File: src/sv/aip_pkg.sv
// Shared types, character codes and digit decoding for the ASCII integer parser.
package aip_pkg;

  localparam int CHAR_BITS   = 8;
  localparam int NUMBER_BITS = 64;
  localparam int DIGIT_BITS  = 5;

  localparam logic [CHAR_BITS-1:0] CH_NUL  = 8'h00;
  localparam logic [CHAR_BITS-1:0] CH_0    = 8'h30;
  localparam logic [CHAR_BITS-1:0] CH_9    = 8'h39;
  localparam logic [CHAR_BITS-1:0] CH_UA   = 8'h41;
  localparam logic [CHAR_BITS-1:0] CH_UF   = 8'h46;
  localparam logic [CHAR_BITS-1:0] CH_UX   = 8'h58;
  localparam logic [CHAR_BITS-1:0] CH_LA   = 8'h61;
  localparam logic [CHAR_BITS-1:0] CH_LF   = 8'h66;
  localparam logic [CHAR_BITS-1:0] CH_LX   = 8'h78;

  localparam logic [DIGIT_BITS-1:0] NO_DIGIT   = 5'h1f;
  localparam logic [DIGIT_BITS-1:0] LETTER_OFS = 5'd10;

  typedef enum logic [2:0] {
    PH_START  = 3'd0,
    PH_ZERO   = 3'd1,
    PH_HEXPFX = 3'd2,
    PH_DEC    = 3'd3,
    PH_HEX    = 3'd4,
    PH_ERR    = 3'd5
  } phase_t;

  typedef struct packed {
    phase_t phase_next;
    logic   emit;
    logic   is_valid;
  } step_ctl_t;

  // Digit value of a character, or NO_DIGIT when it is not a digit of the base.
  function automatic logic [DIGIT_BITS-1:0] digit_of(input logic [CHAR_BITS-1:0] c,
                                                     input logic hex);
    logic [DIGIT_BITS-1:0] d;
    begin
      d = NO_DIGIT;
      if (c >= CH_0 && c <= CH_9) begin
        d = DIGIT_BITS'(c - CH_0);
      end else if (hex && c >= CH_LA && c <= CH_LF) begin
        d = DIGIT_BITS'(c - CH_LA) + LETTER_OFS;
      end else if (hex && c >= CH_UA && c <= CH_UF) begin
        d = DIGIT_BITS'(c - CH_UA) + LETTER_OFS;
      end
      return d;
    end
  endfunction

endpackage

File: src/sv/aip_step.sv
// Per-character next-state logic: phase transition, multiply-add and overflow check.
module aip_step #(
  parameter int VALUE_BITS = 64
) (
  input  aip_pkg::phase_t                phase,
  input  logic [VALUE_BITS-1:0]          acc,
  input  logic [aip_pkg::CHAR_BITS-1:0]  char_code,
  output logic [VALUE_BITS-1:0]          acc_next,
  output aip_pkg::step_ctl_t             ctl
);
  import aip_pkg::*;

  localparam int EXT_BITS = VALUE_BITS + 4;

  logic                  use_hex;
  logic [VALUE_BITS-1:0] acc_src;
  logic [DIGIT_BITS-1:0] digit;
  logic [EXT_BITS-1:0]   acc_ext;
  logic [EXT_BITS-1:0]   scaled;
  logic [EXT_BITS-1:0]   sum;
  logic                  digit_bad;
  phase_t                ok_phase;
  phase_t                ph;

  always_comb begin
    use_hex = (phase == PH_HEXPFX) || (phase == PH_HEX);
    acc_src = ((phase == PH_START) || (phase == PH_ZERO) || (phase == PH_HEXPFX)) ?
              '0 : acc;
    digit   = digit_of(char_code, use_hex);
    acc_ext = EXT_BITS'(acc_src);
    // x16 is a shift, x10 is x8 + x2
    scaled  = use_hex ? (acc_ext << 4) : ((acc_ext << 3) + (acc_ext << 1));
    sum     = scaled + EXT_BITS'(digit);
    digit_bad = (digit == NO_DIGIT) || (sum[EXT_BITS-1:VALUE_BITS] != '0);
    ok_phase  = use_hex ? PH_HEX : PH_DEC;
  end

  always_comb begin
    ctl.emit     = 1'b0;
    ctl.is_valid = 1'b0;
    ph           = PH_ERR;
    acc_next     = '0;
    if (char_code == CH_NUL) begin
      ctl.emit     = 1'b1;
      ctl.is_valid = (phase == PH_ZERO) || (phase == PH_DEC) || (phase == PH_HEX);
      ph           = PH_START;
    end else begin
      case (phase)
        PH_ZERO: begin
          if (char_code == CH_LX || char_code == CH_UX) begin
            ph = PH_HEXPFX;
          end else begin
            ph = digit_bad ? PH_ERR : ok_phase;
          end
        end
        PH_HEXPFX, PH_HEX, PH_DEC: begin
          ph = digit_bad ? PH_ERR : ok_phase;
        end
        PH_ERR: begin
          ph = PH_ERR;
        end
        default: begin
          // start of token, and any code that is not a phase
          if (char_code == CH_0) begin
            ph = PH_ZERO;
          end else begin
            ph = digit_bad ? PH_ERR : ok_phase;
          end
        end
      endcase
      if (ph == PH_DEC || ph == PH_HEX) begin
        acc_next = sum[VALUE_BITS-1:0];
      end
    end
    ctl.phase_next = ph;
  end

endmodule

File: src/sv/ascii_integer_parser.sv
// Top level of the streaming ASCII unsigned-integer parser.
//
//  channel  | dir | tdata (low bit up)     | tuser        | note
//  ---------+-----+------------------------+--------------+------------------------------
//  s_axis   | in  | [7:0] char_code        | -            | one character per item
//  m_axis   | out | [63:0] number          | [0] is_valid | one item per zero terminator
//
//  An input item is taken into an input register, then combinational logic (digit
//  decode, multiply-add by 10 or 16, overflow check) updates phase and accumulator.
//  Throughput is one character per cycle while no terminator waits for the result register.
//  A terminator passes through the input register, then the result register, to be shown.
//  rst (synchronous, active high) returns to the start of a token and empties both
//  registers. A stalled output holds back only terminators; other characters continue.
module ascii_integer_parser #(
  parameter int VALUE_BITS = 64
) (
  input  logic                            clk,
  input  logic                            rst,
  // slave side
  input  logic                            s_tvalid,
  output logic                            s_tready,
  input  logic [aip_pkg::CHAR_BITS-1:0]   s_tdata,   // [7:0] char_code
  // master side
  output logic                            m_tvalid,
  input  logic                            m_tready,
  output logic [aip_pkg::NUMBER_BITS-1:0] m_tdata,   // [63:0] number
  output logic                            m_tuser    // [0] is_valid
);
  import aip_pkg::*;

  // input register
  logic                  in_valid;
  logic [CHAR_BITS-1:0]  in_char;

  // parser state
  phase_t                phase;
  logic [VALUE_BITS-1:0] acc;

  logic [VALUE_BITS-1:0] acc_next;
  step_ctl_t             ctl;
  logic                  fire;

  aip_step #(
    .VALUE_BITS (VALUE_BITS)
  ) u_step (
    .phase     (phase),
    .acc       (acc),
    .char_code (in_char),
    .acc_next  (acc_next),
    .ctl       (ctl)
  );

  // Advance the held character unless it is a terminator and the result slot is full and not being taken.
  assign fire     = in_valid && (!ctl.emit || !m_tvalid || m_tready);
  assign s_tready = !in_valid || fire;

  always_ff @(posedge clk) begin
    if (rst) begin
      in_valid <= 1'b0;
    end else if (s_tvalid && s_tready) begin
      in_valid <= 1'b1;
    end else if (fire) begin
      in_valid <= 1'b0;
    end
  end

  always_ff @(posedge clk) begin
    if (s_tvalid && s_tready) begin
      in_char <= s_tdata;
    end
  end

  always_ff @(posedge clk) begin
    if (rst) begin
      phase <= PH_START;
      acc   <= '0;
    end else if (fire) begin
      phase <= ctl.phase_next;
      acc   <= acc_next;
    end
  end

  // Result register: load on a terminator, drop once taken.
  always_ff @(posedge clk) begin
    if (rst) begin
      m_tvalid <= 1'b0;
    end else if (fire && ctl.emit) begin
      m_tvalid <= 1'b1;
    end else if (m_tready) begin
      m_tvalid <= 1'b0;
    end
  end

  always_ff @(posedge clk) begin
    if (fire && ctl.emit) begin
      m_tdata <= ctl.is_valid ? NUMBER_BITS'(acc) : '0;
      m_tuser <= ctl.is_valid;
    end
  end

  // An invalid result always carries zero.
  a_invalid_zero: assert property (@(posedge clk) disable iff (rst)
    m_tvalid && !m_tuser |-> m_tdata == '0)
    else $error("invalid result with nonzero number");

  // The accumulator is clear at the start of a token and after an error.
  a_acc_clear: assert property (@(posedge clk) disable iff (rst)
    (phase == PH_START || phase == PH_ERR) |-> acc == '0)
    else $error("accumulator not clear in start or error phase");

  // A terminator that fires shows a result in the next cycle.
  a_emit_shown: assert property (@(posedge clk) disable iff (rst)
    fire && ctl.emit |=> m_tvalid)
    else $error("terminator did not produce a result");

  // A held character that cannot advance stays in the input register.
  a_in_hold: assert property (@(posedge clk) disable iff (rst)
    in_valid && !fire |=> in_valid && $stable(in_char))
    else $error("stalled character lost");

endmodule

File: config.mk
export PLATFORM = sky130hd
export DESIGN_NAME = ascii_integer_parser
export DESIGN_NICKNAME = d
export VERILOG_FILES = /design/src/sv/aip_pkg.sv /design/src/sv/aip_step.sv /design/src/sv/ascii_integer_parser.sv
export SDC_FILE = /design/constraint.sdc
export NUM_CORES = 1
export LEC_CHECK = 0
export BUFFER_PORTS_ARGS = -buffer_cell sky130_fd_sc_hd__buf_2
export CAP_MARGIN = 30
export CORE_MARGIN = 2
export CORE_UTILIZATION = 52
export DETAILED_ROUTE_END_ITERATION = 12
export HOLD_SLACK_MARGIN = 0.15
export PLACE_DENSITY = 0.69
export SLEW_MARGIN = 30
export SYNTH_ARGS = -nofsm -noshare
export SYNTH_HDL_FRONTEND = slang
export SYNTH_SLANG_ARGS = --single-unit
File: constraint.sdc
create_clock -name clk -period 7.2 [get_ports clk]
set_input_delay 0.36 -clock clk [delete_from_list [all_inputs] [get_ports clk]]
set_output_delay 0.36 -clock clk [all_outputs]
set_load 0.02 [all_outputs]
# After elaboration in Yosys (flattened, before gate mapping)

Index checks and enable logic that the tools add are counted.
W data, S select, Z words.

Reduce and logical (&&, ||, !) cells: 28
Eq/ne operators: 11
$add $sub $neg: 7
$lt $le $gt $ge: 6
Muxes and demuxes: 19

Operators by type and width:

| cell                  | number |
|---|---|
| $mux W64              | 3 |
| $add A67 B65 Y68      | 1 |
| $add A68 B5 Y68       | 1 |
| $mux W68              | 1 |
| $mux W3               | 6 |
| $eq A8 B7 Y1 const B  | 2 |
| $ge A8 B7 Y1 const B  | 2 |
| $le A8 B7 Y1 const B  | 2 |
| $mux W5               | 3 |
| $logic_or A1 B1 Y1    | 11 |
| $add A5 B4 Y5 const B | 2 |
| $sub A5 B1 Y5 const B | 2 |
| $eq A3 B2 Y1 const B  | 3 |
| $eq A3 B3 Y1 const B  | 3 |
| $pmux W3 S3           | 1 |
| $eq A8 B6 Y1 const B  | 1 |
| $ge A8 B6 Y1 const B  | 1 |
| $le A8 B6 Y1 const B  | 1 |
| $logic_and A1 B1 Y1   | 8 |
| $logic_not A8 Y1      | 1 |
| $eq A5 B5 Y1 const B  | 1 |
| $sub A5 B5 Y5 const B | 1 |
| $mux W1               | 4 |
| $reduce_bool A2 Y1    | 2 |
| other kinds (6)       | 8 |

Output and inout bits: 67
Register bits: 142
Word-level logic and storage cells: 78

# Logic depth before layout (Yosys ltp)

Depth after elaboration: 18
Gate-level depth with buffers: 31
Mapped depth without buffers: 23

# Modules after synthesis

From an unflattened synthesis, not the netlist that was laid out.

Cell total of the unflattened synthesis: 2117
Area total of the unflattened synthesis: 16070.4 um^2

By module, submodules not included:

| module               | seq. area each (um^2) | instances | area each (um^2) | cells each |
|---|---|---|---|---|
| aip_step             | 0.0                   | 1         | 10367.4          | 1671 |
| ascii_integer_parser | 3573.4                | 1         | 5703.0           | 446 |

# Worst setup path before layout

OpenSTA, ideal clock, no wires.

Path type: reg-to-reg
Start: register phase[2]
End: register phase[1]
Data required time: 7.129 ns
Stages on the path, launching flop included: 31
Clock period less this slack: 6.525 ns
Buffers on the path: 12
Arrival time: 6.454 ns
Slack: 0.675 ns
Path through: dfxtp_1 > buf_2 > a21o_1 > buf_6 > buf_6 > buf_4 > buf_4 > buf_4 > buf_2 > clkbuf_1 > clkbuf_1 > and3_1 > ha_1 > maj3_2 > maj3_2 > or3_1 > a311oi_2 > o2111ai_1 > nor2_1 > nand3b_1 > or3_1 > buf_2 > nor3_4 > nand4_2 > or3b_1 > a2111o_1 > a221oi_2 > buf_4 > buf_6 > nand3_1 > a21oi_1

Longest elaborated chain between the ends: 15
Elaborated cells on any way between the ends: 31
Those cells by class: add/sub: 2; eq/ne: 6; mux: 12; reduce/logical: 11

RTL lines:

| item                                                      | RTL line                   | source |
|---|---|---|
| start: declaration                                        | ascii_integer_parser.sv:36 | `phase_t phase;` |
| start signal: assignment                                  | ascii_integer_parser.sv:78 | `phase <= ctl.phase_next;` |
| branches (longest 12 deep; another with $add A67 B65 Y68) | -                          |  |
| $pmux W3 S3 *                                             | aip_step.sv:48             | `case (phase)` |
| $mux W3 * (2 in a row)                                    | aip_step.sv:43             | `if (char_code == CH_NUL) begin` |

Every way passes the cells marked *. The select of a mux whose other input is x is not followed.
A chain may end at the register's enable or synchronous reset.

# Worst setup path after layout

Start: register phase[0]
End: register phase[1]

Same word-level chain as after synthesis.

==> run summary <==
Global routing finished with a remaining overflow of 0. The initial cell density of the core was 0.532; the I/O pin total was 79. The H-tree was split into 4 levels. The repair_antennas step left the layout with diodes totalling 0. Compared with the post-synthesis result, the final layout area differs by 7.28%. For the initial antenna violation count, the log shows 0. Final clock skew: 9.03 ps.

Start-to-end type of the worst setup path: flip-flop to flip-flop. Based on the critical path, the design can be clocked at up to 0.146 GHz. The count of nets left with antenna violations once routing finished came out at 0.

IR analysis of the VDD net gives a maximum drop of 0.136 mV. The number of placed instances, taps included, is 2293. STA classifies the critical path endpoint as a flip-flop. In this run the critical register-to-register path is launched from phase[0]. Dividing the detail-routed via count by the number of cells gives 6.80. Counting the fill cells in the layout gives 2734.

In the synthesized netlist the dominant register cell turns out to be sky130_fd_sc_hd__edfxtp_1. Endpoint of the worst hold path: in_valid. The flow ran to the end, and the final reports show no timing, DRC or antenna violations. Startpoint of the worst hold path: s_tvalid. In this run the power density over the cells is 122 mW/mm^2.

The net count of the finished layout is 1973. The final critical-path share of the clock period is 0.949. The first detailed-routing pass took 6 iterations.

After clock tree synthesis, the repair step resized 0 gates. Clock-pin slew was measured on the worst setup and hold paths at 60 ps. For this block, the via count after detailed routing is 15.9k.

For the non-filler instance count after layout, the log shows 2333. Setup repair after global routing left no endpoint under its margin. The average instance in the mapped netlist occupies 7.75 sq um. The tools report the area of the core as 0.0289 sq mm. For the sequential fraction of the synthesis area, the log shows 0.233. The floorplan step defined a die boundary enclosing 0.0309 sq mm.

The area fraction of the dominant cell type after synthesis works out to 0.143. The number of endpoints with negative hold slack in the final report is 0, and the gate count after technology mapping is 1981. The clock net in this run drives a total of 142 sinks. The vertical die dimension is 176 um. The run gives 81800 um as the first-pass GRT wire length.

The logs give 0.332 for the global router's overall resource usage and 7210 ps for the data arrival at the endpoint of the critical path. The run gives 0.00201 W as the final total power. The pin count of the biggest net entering global routing came out at 88. The biggest area contributor in the post-synthesis netlist is sky130_fd_sc_hd__edfxtp_1.

The net count after synthesis is 2018, and the reg2reg setup slack is 360 ps. The depth of the worst hold-timing path works out to 3. The tools report the max-slew violation total from the final report as 0.

The routed design has 52500 um of wire. The number of clock buffers added by TritonCTS is 17. Summing every instance area after synthesis gives 0.0153 sq mm. The violation count after the first detailed-routing iteration is 1733.

The endpoint identified for the worst register-to-register timing path is phase[1]. The max-capacitance violation count is 0, and the finished layout cell area is 0.0165 sq mm. The critical path required time is 7570 ps, and the number of register bits inferred by synthesis is 142. For the pin with the worst max-slew slack, the measured transition is 956 ps.

The congestion estimate from routability-driven global placement came to 1.01. Final sum of negative setup slack: 0 ps. STA classifies the critical path startpoint as a flip-flop.

Of all nets on the critical path, the largest fanout is 15. Share of synthesized flip-flops with an asynchronous set or reset: 0. For the via count of the first global-routing pass, the log shows 14.3k. The number of cells on the worst reg-to-reg path is 20, and the number of failing setup endpoints in the final timing report is 0. TritonCTS built the clock tree. For the worst-skew pair later-pin latency, the log shows 440 ps. In this run the clock root is driven by a sky130_fd_sc_hd__clkbuf_16. The standard-cell row count was 62; the count of hold-fix buffers inserted at cts was 8. The die extent in x is 176 um, and the routed wire length per instance is 22.5 um.

The tools report the placed standard-cell area as 0.0157 sq mm. Port buffering added 78 buffers. Counting along the longest clock path gives a buffer depth of 2.

For the number of unique standard cell types used by synthesis, the log shows 104. The worst max-slew margin expressed relative to the limit is 0.362. The final period demand of the worst path was 6840 ps; the number of setup buffers added after CTS was 0. The Yosys step of the flow raised 0 warnings.

The share of cells above drive strength 1 is 0.114, and the number of synthesized flops with an enable pin is 73. The HPWL after detailed placement is 37700 um. By area the synthesized netlist is led by sky130_fd_sc_hd__edfxtp_1 (14%), sky130_fd_sc_hd__dfxtp_1 (9.0%), sky130_fd_sc_hd__xnor2_1 (4.5%), sky130_fd_sc_hd__and2_1 (4.0%), sky130_fd_sc_hd__a32o_1 (3.8%). In the routed design, unresolved DRC markers number 0.

For this design the static power due to leakage is 5.76 nW. The kind of path behind the tightest hold check is primary input to flip-flop.
## metrics by stage
stage | hold WS, ps | util | setup WS (ps)
final | 186 | 0.570 | 364
after CTS | 179 | 0.570 | 501
after detailed placement | 488 | 0.545 | 521
after global routing | 213 | 0.570 | 3.98
after floorplan | 447 | - | 675
after global placement | 487 | 0.545 | 673
## cells in the mapped netlist (17+ instances only)
library cell                 n
sky130_fd_sc_hd__a211oi_1   25
sky130_fd_sc_hd__a21oi_1   113
sky130_fd_sc_hd__xor2_1     50
sky130_fd_sc_hd__nand2_1   145
sky130_fd_sc_hd__nor2_1    152
sky130_fd_sc_hd__a22oi_1    19
sky130_fd_sc_hd__nor3b_1    20
sky130_fd_sc_hd__inv_1      40
sky130_fd_sc_hd__o21ai_0    98
sky130_fd_sc_hd__nor4_1     27
sky130_fd_sc_hd__and3_1     27
sky130_fd_sc_hd__nand3_1    59
sky130_fd_sc_hd__clkbuf_1  112
sky130_fd_sc_hd__nand4_1    23
sky130_fd_sc_hd__buf_2      47
sky130_fd_sc_hd__and2_1     98
sky130_fd_sc_hd__a221oi_1   17
sky130_fd_sc_hd__nor2b_1    21
sky130_fd_sc_hd__dfxtp_1    69
sky130_fd_sc_hd__a21o_1     29
sky130_fd_sc_hd__nand2b_1   19
sky130_fd_sc_hd__edfxtp_1   73
sky130_fd_sc_hd__o211ai_1   34
sky130_fd_sc_hd__a31oi_1    25
sky130_fd_sc_hd__xnor2_1    79
sky130_fd_sc_hd__or3_1      20
sky130_fd_sc_hd__a22o_1     17
sky130_fd_sc_hd__a32o_1     59
sky130_fd_sc_hd__ha_1       24
sky130_fd_sc_hd__nor3_1     64
sky130_fd_sc_hd__o21a_1     36
sky130_fd_sc_hd__nand3b_1   22
## sequential cells by signal, indices dropped and copies added, names as in the netlist
signal    cells
phase         3
m_tvalid      1
acc          64
m_tdata      64
in_char       8
m_tuser       1
in_valid      1
## critical path, cell delays in order (launching register included)
cell	delay, ps
sky130_fd_sc_hd__dfxtp_1	500
sky130_fd_sc_hd__a21o_2	310
sky130_fd_sc_hd__buf_4	180
sky130_fd_sc_hd__and3_1	190
sky130_fd_sc_hd__ha_1	200
sky130_fd_sc_hd__maj3_2	310
sky130_fd_sc_hd__maj3_2	350
sky130_fd_sc_hd__o211ai_1	450
sky130_fd_sc_hd__a21oi_1	280
sky130_fd_sc_hd__o21ai_0	580
sky130_fd_sc_hd__a2111oi_0	250
sky130_fd_sc_hd__a311oi_2	390
sky130_fd_sc_hd__a31oi_1	170
sky130_fd_sc_hd__a21o_1	220
sky130_fd_sc_hd__nor4_1	390
sky130_fd_sc_hd__nand4b_1	200
sky130_fd_sc_hd__or4_1	600
sky130_fd_sc_hd__a221oi_4	690
sky130_fd_sc_hd__buf_4	300
sky130_fd_sc_hd__nand3_1	80
sky130_fd_sc_hd__a21oi_1	130
## worst max-delay path by stage
stage                     startpoint       end  slack (ps)  cells past startpoint
final                       phase[0]  phase[1]         360                     20
after detailed placement    phase[0]  phase[1]         520                     20
after global routing        phase[0]  phase[1]           4                     20
after floorplan             phase[2]  phase[1]         680                     30
after CTS                   phase[0]  phase[1]         500                     20
after global placement      phase[0]  phase[1]         670                     20
## report_power, final
| part | internal [W] | total, W | switching, W |
|---|---|---|---|
| sequential | 0.000849 | 0.000860 | 0.0000114 |
| clock | 0.000618 | 0.00102 | 0.000400 |
| combinational | 0.0000350 | 0.000137 | 0.000102 |
| total | 0.00150 | 0.00201 | 0.000513 |
## layer usage
metal / global-route usage / up-vias / share of wire
met5: 0 / - / 0
met4: 0.125 / 0 / 0.034
met3: 0.0372 / 115 / 0.072
met2: 0.530 / 764 / 0.46
met1: 0.462 / 7563 / 0.43
li1: - / 7425 / -
## cell type report
cell class | instances | area (sq um) | share of cell area
multi-input cells | 1609 | 10800 | 0.657
clock buffers | 19 | 433 | 0.0263
flip-flops and latches | 142 | 3570 | 0.217
well taps | 384 | 480 | 0.0292
repair buffers | 126 | 796 | 0.0483
inverters | 40 | 150 | 0.00912
clock inverters | 13 | 213 | 0.0129
## cell usage in the layout (no fill, tap or decap), drive strengths merged, types with 19 or more instances in the layout
cell,instances
a21oi,114
ha,24
a211oi,25
a32o,59
a22oi,19
nor2b,21
nor3,68
nand2,145
buf,118
nor2,153
dfxtp,69
xnor2,79
inv,42
clkbuf,19
o21ai,109
nor4,31
nand3b,22
nand2b,19
edfxtp,73
and2,98
a31oi,27
and3,27
o211ai,34
a21o,29
nor3b,22
nand3,60
o21a,36
nand4,24
xor2,50
or3,20
## cells by family after synthesis
kind of cell | share of synthesized area
fa+ha+maj | 0.0249
mux | 0.00750
simple gates | 0.280
buf+inv | 0.0674
compound gates | 0.313
flops | 0.233
xor+xnor | 0.0736
Note: power is estimated with default switching activity, not from simulation.
